## src/design/ttc_pkg.sv

```systemverilog
// ---------------------------------------------------------------------------
// ttc_pkg
// Shared constants, codes and types for the text console cursor engine.
// ---------------------------------------------------------------------------
package ttc_pkg;

    localparam int COLUMNS = 80;
    localparam int ROWS    = 25;

    localparam int CHAR_W = 8;
    localparam int ATTR_W = 8;
    localparam int COL_W  = 7;
    localparam int ROW_W  = 5;

    localparam logic [CHAR_W-1:0] CH_NUL     = 8'h00;
    localparam logic [CHAR_W-1:0] CH_NL      = 8'h0A;
    localparam logic [CHAR_W-1:0] CH_ESC     = 8'h1B;
    localparam logic [CHAR_W-1:0] CH_BRACKET = 8'h5B;
    localparam logic [CHAR_W-1:0] CH_LOW_A   = 8'h61;
    localparam logic [CHAR_W-1:0] CH_LOW_Z   = 8'h7A;

    localparam logic [COL_W-1:0] COL_LIMIT = COL_W'(COLUMNS);
    localparam logic [ROW_W-1:0] ROW_LIMIT = ROW_W'(ROWS);
    localparam logic [ROW_W-1:0] ROW_LAST  = ROW_W'(ROWS - 1);

    localparam logic [ATTR_W-1:0] ATTR_RESET = 8'h07;

    localparam int FIFO_DEPTH = 4;
    localparam int FIFO_AW    = $clog2(FIFO_DEPTH);
    localparam int FIFO_CW    = $clog2(FIFO_DEPTH + 1);

    typedef enum logic [1:0] {
        MODE_NORMAL = 2'd0,
        MODE_ESC    = 2'd1,
        MODE_SKIP   = 2'd2
    } mode_t;

    typedef enum logic {
        KIND_WRITE  = 1'b0,
        KIND_SCROLL = 1'b1
    } kind_t;

    typedef struct packed {
        kind_t             kind;
        logic [CHAR_W-1:0] glyph;
        logic [COL_W-1:0]  col;
        logic [ROW_W-1:0]  row;
        logic [ATTR_W-1:0] attr;
        logic              last;
    } result_t;

    typedef struct packed {
        logic [1:0] count;
        result_t    res0;
        result_t    res1;
    } push_t;

endpackage

```

## src/design/ttc_cursor_core.sv

```systemverilog
// ---------------------------------------------------------------------------
// ttc_cursor_core
// Cursor and escape state; decodes one character into up to two results.
// ---------------------------------------------------------------------------
module ttc_cursor_core
(
    input  logic                          clk,
    input  logic                          rst_n,
    input  logic                          fire,
    input  logic [ttc_pkg::CHAR_W-1:0]    char_in,
    input  logic [ttc_pkg::ATTR_W-1:0]    attribute,
    output ttc_pkg::push_t                push
);
    import ttc_pkg::*;

    logic [COL_W-1:0] col_reg, col_next;
    logic [ROW_W-1:0] row_reg, row_next;
    mode_t            mode_reg, mode_next;

    logic [COL_W-1:0] col_step;
    logic [ROW_W-1:0] row_step;
    logic             wr, sc;
    result_t          wr_res, sc_res;

    always_comb
    begin
        col_next = col_reg;
        row_next = row_reg;
        mode_next = mode_reg;
        col_step = col_reg;
        row_step = row_reg;
        wr = 1'b0;
        sc = 1'b0;

        if (char_in != CH_NUL)
        begin
            unique case (mode_reg)
                MODE_SKIP:
                begin
                    if (char_in > CH_LOW_A && char_in < CH_LOW_Z)
                        mode_next = MODE_NORMAL;
                end
                MODE_ESC:
                begin
                    mode_next = (char_in == CH_BRACKET) ? MODE_SKIP : MODE_NORMAL;
                end
                default:
                begin
                    mode_next = MODE_NORMAL;
                    if (char_in == CH_ESC)
                    begin
                        mode_next = MODE_ESC;
                    end
                    else
                    begin
                        if (char_in == CH_NL)
                        begin
                            row_step = row_reg + 1'b1;
                            col_step = '0;
                        end
                        else
                        begin
                            wr = 1'b1;
                            col_step = col_reg + 1'b1;
                            if (col_step >= COL_LIMIT)
                            begin
                                col_step = '0;
                                row_step = row_reg + 1'b1;
                            end
                        end
                        if (row_step >= ROW_LIMIT)
                        begin
                            sc = 1'b1;
                            row_step = ROW_LAST;
                            col_step = '0;
                        end
                        col_next = col_step;
                        row_next = row_step;
                    end
                end
            endcase
        end
    end

    always_comb
    begin
        wr_res.kind = KIND_WRITE;
        wr_res.glyph = char_in;
        wr_res.col = col_reg;
        wr_res.row = row_reg;
        wr_res.attr = attribute;
        wr_res.last = !sc;

        sc_res.kind = KIND_SCROLL;
        sc_res.glyph = '0;
        sc_res.col = '0;
        sc_res.row = ROW_LAST;
        sc_res.attr = attribute;
        sc_res.last = 1'b1;

        push.res0 = wr ? wr_res : sc_res;
        push.res1 = sc_res;
        push.count = fire ? ({1'b0, wr} + {1'b0, sc}) : 2'd0;
    end

    always_ff @(posedge clk or negedge rst_n)
    begin
        if (!rst_n)
        begin
            col_reg <= '0;
            row_reg <= '0;
            mode_reg <= MODE_NORMAL;
        end
        else if (fire)
        begin
            col_reg <= col_next;
            row_reg <= row_next;
            mode_reg <= mode_next;
        end
    end

    a_cursor_in_range: assert property (@(posedge clk) disable iff (!rst_n)
        col_reg < COL_LIMIT && row_reg < ROW_LIMIT)
        else $error("cursor outside screen");

    a_scroll_homes: assert property (@(posedge clk) disable iff (!rst_n)
        fire && sc |=> row_reg == ROW_LAST && col_reg == '0)
        else $error("scroll did not home cursor to bottom row");

    a_pair_is_write_then_scroll: assert property (@(posedge clk) disable iff (!rst_n)
        push.count == 2'd2 |-> push.res0.kind == KIND_WRITE
                             && push.res1.kind == KIND_SCROLL && !push.res0.last)
        else $error("bad result pair");

endmodule

```

## src/design/ttc_result_fifo.sv

```systemverilog
// ---------------------------------------------------------------------------
// ttc_result_fifo
// Small result queue; takes up to two results a cycle, sends one a cycle unless out_stall holds it.
// ---------------------------------------------------------------------------
module ttc_result_fifo
(
    input  logic              clk,
    input  logic              rst_n,
    input  ttc_pkg::push_t    push,
    output logic              room,
    output logic              out_valid,
    input  logic              out_stall,
    output ttc_pkg::result_t  head
);
    import ttc_pkg::*;

    result_t            mem_reg [FIFO_DEPTH];
    logic [FIFO_AW-1:0] wptr_reg, wptr_next;
    logic [FIFO_AW-1:0] rptr_reg, rptr_next;
    logic [FIFO_CW-1:0] count_reg, count_next;
    logic [FIFO_AW-1:0] wptr_inc;
    logic               pop;

    assign out_valid = count_reg != '0;
    assign head = mem_reg[rptr_reg];
    assign pop = out_valid && !out_stall;
    assign room = count_reg <= FIFO_CW'(FIFO_DEPTH - 2);
    assign wptr_inc = wptr_reg + 1'b1;

    always_comb
    begin
        wptr_next = wptr_reg + FIFO_AW'(push.count);
        rptr_next = pop ? rptr_reg + 1'b1 : rptr_reg;
        count_next = count_reg + FIFO_CW'(push.count) - FIFO_CW'(pop);
    end

    always_ff @(posedge clk)
    begin
        if (push.count != 2'd0)
            mem_reg[wptr_reg] <= push.res0;
        if (push.count == 2'd2)
            mem_reg[wptr_inc] <= push.res1;
    end

    always_ff @(posedge clk or negedge rst_n)
    begin
        if (!rst_n)
        begin
            wptr_reg <= '0;
            rptr_reg <= '0;
            count_reg <= '0;
        end
        else
        begin
            wptr_reg <= wptr_next;
            rptr_reg <= rptr_next;
            count_reg <= count_next;
        end
    end

    a_no_overflow: assert property (@(posedge clk) disable iff (!rst_n)
        push.count != 2'd0 |-> room)
        else $error("push into full result queue");

    a_count_bound: assert property (@(posedge clk) disable iff (!rst_n)
        count_reg <= FIFO_CW'(FIFO_DEPTH))
        else $error("result count out of range");

    a_pop_only_drops_one: assert property (@(posedge clk) disable iff (!rst_n)
        pop && push.count == 2'd0 |=> count_reg == $past(count_reg) - 1'b1)
        else $error("queue count slip on pop");

endmodule

```

## src/design/text_console_cursor_engine.sv

```systemverilog
// Path: a taken character waits in char_reg, then is decoded into the result queue.
// Throughput: one character per cycle while the queue has room; a character that writes
// and scrolls gives two results, so output (one result a cycle, unless stalled) sets the rate.
// Reset: cursor at column 0, row 0, normal mode, attribute 0x07, no results pending.
// ---------------------------------------------------------------------------
// text_console_cursor_engine
// Character stream to cell-write and scroll requests with escape skipping.
// ---------------------------------------------------------------------------
module text_console_cursor_engine
(
    input  logic                          clk,
    input  logic                          rst_n,
    input  logic                          in_valid,
    output logic                          in_stall,
    input  logic [ttc_pkg::CHAR_W-1:0]    char_in,
    input  logic                          cfg_we,
    input  logic [ttc_pkg::ATTR_W-1:0]    cfg_wdata,
    output logic                          out_valid,
    input  logic                          out_stall,
    output logic                          kind,
    output logic [ttc_pkg::CHAR_W-1:0]    glyph,
    output logic [ttc_pkg::COL_W-1:0]     cell_col,
    output logic [ttc_pkg::ROW_W-1:0]     cell_row,
    output logic [ttc_pkg::ATTR_W-1:0]    cell_attr,
    output logic                          last
);
    import ttc_pkg::*;

    logic              in_valid_reg, in_valid_next;
    logic [CHAR_W-1:0] char_reg;
    logic [ATTR_W-1:0] attr_reg;
    logic              room;
    logic              fire;
    logic              in_take;
    push_t             push;
    result_t           head;

    assign fire = in_valid_reg && room;
    assign in_stall = in_valid_reg && !room;
    assign in_take = in_valid && !in_stall;

    always_comb
    begin
        in_valid_next = in_valid_reg;
        if (in_take)
            in_valid_next = 1'b1;
        else if (fire)
            in_valid_next = 1'b0;
    end

    always_ff @(posedge clk or negedge rst_n)
    begin
        if (!rst_n)
        begin
            in_valid_reg <= 1'b0;
            attr_reg <= ATTR_RESET;
        end
        else
        begin
            in_valid_reg <= in_valid_next;
            if (cfg_we)
                attr_reg <= cfg_wdata;
        end
    end

    always_ff @(posedge clk)
    begin
        if (in_take)
            char_reg <= char_in;
    end

    ttc_cursor_core u_core
    (
        .clk       (clk),
        .rst_n     (rst_n),
        .fire      (fire),
        .char_in   (char_reg),
        .attribute (attr_reg),
        .push      (push)
    );

    ttc_result_fifo u_fifo
    (
        .clk       (clk),
        .rst_n     (rst_n),
        .push      (push),
        .room      (room),
        .out_valid (out_valid),
        .out_stall (out_stall),
        .head      (head)
    );

    assign kind = head.kind;
    assign glyph = head.glyph;
    assign cell_col = head.col;
    assign cell_row = head.row;
    assign cell_attr = head.attr;
    assign last = head.last;

endmodule
```

## config.mk

```make
export PLATFORM = sky130hd
export DESIGN_NAME = text_console_cursor_engine
export DESIGN_NICKNAME = d
export VERILOG_FILES = /design/src/design/ttc_pkg.sv /design/src/design/ttc_cursor_core.sv /design/src/design/ttc_result_fifo.sv /design/src/design/text_console_cursor_engine.sv
export SDC_FILE = /design/constraint.sdc
export NUM_CORES = 1
export LEC_CHECK = 0
export BUFFER_PORTS_ARGS = -buffer_cell sky130_fd_sc_hd__buf_2
export CAP_MARGIN = 20
export CORE_ASPECT_RATIO = 1.5
export CORE_MARGIN = 4
export CORE_UTILIZATION = 40
export CTS_BUF_LIST = sky130_fd_sc_hd__clkbuf_4 sky130_fd_sc_hd__clkbuf_8
export CTS_CLUSTER_SIZE = 14
export DETAILED_ROUTE_END_ITERATION = 8
export PLACE_DENSITY = 0.68
export SKIP_LAST_GASP = 1
export SLEW_MARGIN = 20
export SYNTH_ARGS = -nofsm -noshare
export SYNTH_HDL_FRONTEND = slang
export SYNTH_SLANG_ARGS = --single-unit
export TNS_END_PERCENT = 50
```

## constraint.sdc

```tcl
create_clock -name clk -period 4.8 [get_ports clk]
set_clock_uncertainty 0.05 [all_clocks]
set_input_delay 0.96 -clock clk [delete_from_list [all_inputs] [get_ports clk]]
set_output_delay 0.96 -clock clk [all_outputs]
set_load 0.005 [all_outputs]
```

==> results.ini <==
[clocking]
clockBufferDepth = 2
postCtsSetupBuffers = 0
cts_hold_buf = 0
cts.htree.levels = 4
cts_buffers = 17
cts.sinks = 158
root_buffer = clkbuf_8
clk_pin_slew_ns = 0.08
clk_latency_ns = 0.45
cts_tree = yes
cts_resized = 0

[cells_and_area]
fill_cells = 1519
fin_nets = 621
largest_reg_flops = 120
drive_gt1_share_pct = 24.8
area_delta_synth_final_pct = 12.3
antennaDiodeCount = 0

[timing]
max_freq_mhz = 229
relSlewSlack_pct = 26.4
hold_viol = 0
fin_setup_tns_ns = 0
drv_slew = 0
min_period_ns = 4.36
period_share_pct = 90.8
tightest_slew_ns = 1.10
rsz0062_at_grt = false
finalSetupViolations = 0

[synth]
synth_top_area_share_pct = 26.0
synth_nets = 580
yosysMostFrequentCell = dfxtp_1
synth_commonest_cells = 88 x dfxtp_1, 71 x a22o_1, 40 x edfxtp_1
synthDistinctLibCells = 55
synth_async_sr_flop_share_pct = 19.0
syn-cell-area_um2 = 6780
synth_top_area_cell = dfxtp_1
ys_seq_area_share_pct = 54.9
syn_inst = 547
ys_ff_latch = 158
yosysWarningCount = 0
synth_edf_count = 40
synthTopCellsByArea = dfxtp_1 26%, edfxtp_1 18%, dfrtp_1 10%
avgSynthCellArea_um2 = 12.4
synthFlopType = dfxtp_1

[placed_design]
io_buffers = 52
place_congestion = 0.767
dp_hpwl_um = 10200

[worst_setup_path]
worst_ep_required_time_ns = 5.13
start_kind = flip-flop
arrival_ns = 4.69
cp_max_fo = 20
path_class = reg2reg
endpoint_kind = flip-flop

[global_route]
grt_antenna_before_repair = 0
grt-ovfl-total = 0
grt_max_degree = 32
grt_pass1_wl_um = 24300
grt_usage_pct = 16.2
grt_pass1_vias = 4709

[run_status]
outcome = completed

[pwr]
p_switching_mw = 1.80
total_power_mw = 5.19
sequentialPowerShare_pct = 46.1
ir_drop_v = 0.000214
p_leak_nw = 3.08
clkPwrFrac_pct = 18.3
p_sw_share_pct = 34.7
combPwrFrac_pct = 35.5
intPower_mw = 3.39
powerDensity_nw_per_um2 = 682

[routing]
drc = 0
wl_per_cell_um = 18.4
wl_um = 14900
vias_per_cell = 5.62
via_count = 4558
antenna_left = 0
dr.pass1.iters = 4
drtIter0Drc = 350

[floorplanning]
placementRows = 58
die_w_um = 114
ios = 53
core_um2 = 16700
start_util_pct = 40.6
die_h_um = 167
dieArea_um2 = 19100

[flow_run]
cap_violations = 0

[hold_path]
hold_class = reg2reg

metrics by stage:
stage	instances	setup slack (ns)	hold WS [ns]	cell area [um^2]	util, %
after floorplan	547	0.755	0.385	6780	-
after global placement	779	0.653	0.395	7220	43.2
after detailed placement	779	0.526	0.410	7220	43.2
after CTS	811	0.486	0.428	7610	45.6
after global routing	811	0.104	0.445	7610	45.6
final	811	0.440	0.420	7610	45.6
path summary, 6_finish.rpt:
check | from | endpoint | slack (ns) | cells after the start
worst max-delay path | u_core.col_reg[0]$_DFFE_PN0P_ | u_fifo.mem_reg[1][10]$_SDFFE_PP0N_ | 0.44 | 11
worst min-delay path | u_fifo.mem_reg[0][29]$_SDFFE_PP1N_ | u_fifo.mem_reg[0][29]$_SDFFE_PP1N_ | 0.42 | 2
worst max register to register | u_core.col_reg[0]$_DFFE_PN0P_ | u_fifo.mem_reg[1][10]$_SDFFE_PP0N_ | 0.44 | 11
worst min register to register | u_fifo.mem_reg[0][29]$_SDFFE_PP1N_ | u_fifo.mem_reg[0][29]$_SDFFE_PP1N_ | 0.42 | 2
max in group asynchronous | rst_n | u_fifo.rptr_reg[0]$_DFFE_PN0P_ | 3.61 | 1
min in group asynchronous | rst_n | u_core.col_reg[3]$_DFFE_PN0P_ | 0.52 | 1
power groups by stage:
| stage | logic (mW) | clock network, mW | registers [mW] |
|---|---|---|---|
| floorplan | 1.54 | 0 | 2.09 |
| finish | 1.84 | 0.951 | 2.39 |
| CTS | 1.87 | 0.979 | 2.39 |
| global placement | 1.81 | 0 | 2.38 |
| global route | 2.03 | 1.04 | 2.47 |
| detailed placement | 1.87 | 0 | 2.41 |
area by class of cell:
class	count	area, um^2	share of cell area [%]
Sequential cell	158	3720	48.9
Multi-Input combinational cell	328	2820	37.0
Timing Repair Buffer	63	343	4.51
Clock buffer	23	304	4.00
Tap cell	210	263	3.45
Clock inverter	9	85.1	1.12
Inverter	20	75.1	0.987
cells in the final DEF, fill, tap and decap left out, types with 15 or more instances in the layout:
| cell type | count |
|---|---|
| inv_1 | 20 |
| nand2_1 | 20 |
| edfxtp_1 | 40 |
| buf_2 | 52 |
| mux4_2 | 30 |
| clkbuf_8 | 21 |
| dfrtp_1 | 26 |
| a22o_1 | 71 |
| dfxtp_1 | 88 |
| and2_1 | 35 |
| nor2_1 | 35 |
| a21oi_1 | 15 |
cell families (layout without fill, tap and decap cells):
group / count (synthesis) / count (layout) / synth area share (%)
flip-flops: 158 / 158 / 54.9
XOR/XNOR: 10 / 10 / 1.29
multiplexers: 43 / 43 / 12.1
AND/OR/NAND/NOR: 146 / 146 / 11.9
adder cells (fa/ha/maj): 12 / 12 / 2.33
AO/OA/AOI/OAI: 117 / 117 / 13.9
buffers and inverters: 61 / 115 / 3.67
per-layer routing:
metal  share of wire (%)  track usage, %  vias up
li1                    -               -     2124
met1                  41            19.3     2290
met2                  53            28.6      124
met3                 4.1            3.90       20
met4                 1.6            5.22        0
met5                   0               0        -
worst max-delay path: stages, from the launching register on:
cell	delay, ns
dfrtp_1	0.54
ha_1	0.26
nand4_1	0.16
o221a_4	0.35
or3_1	0.52
mux2_1	0.36
nor3_1	0.22
ha_1	0.26
o211a_1	0.28
and3_1	0.24
and3_1	0.79
a22o_1	0.24
Power figures use the tool's default switching activity.
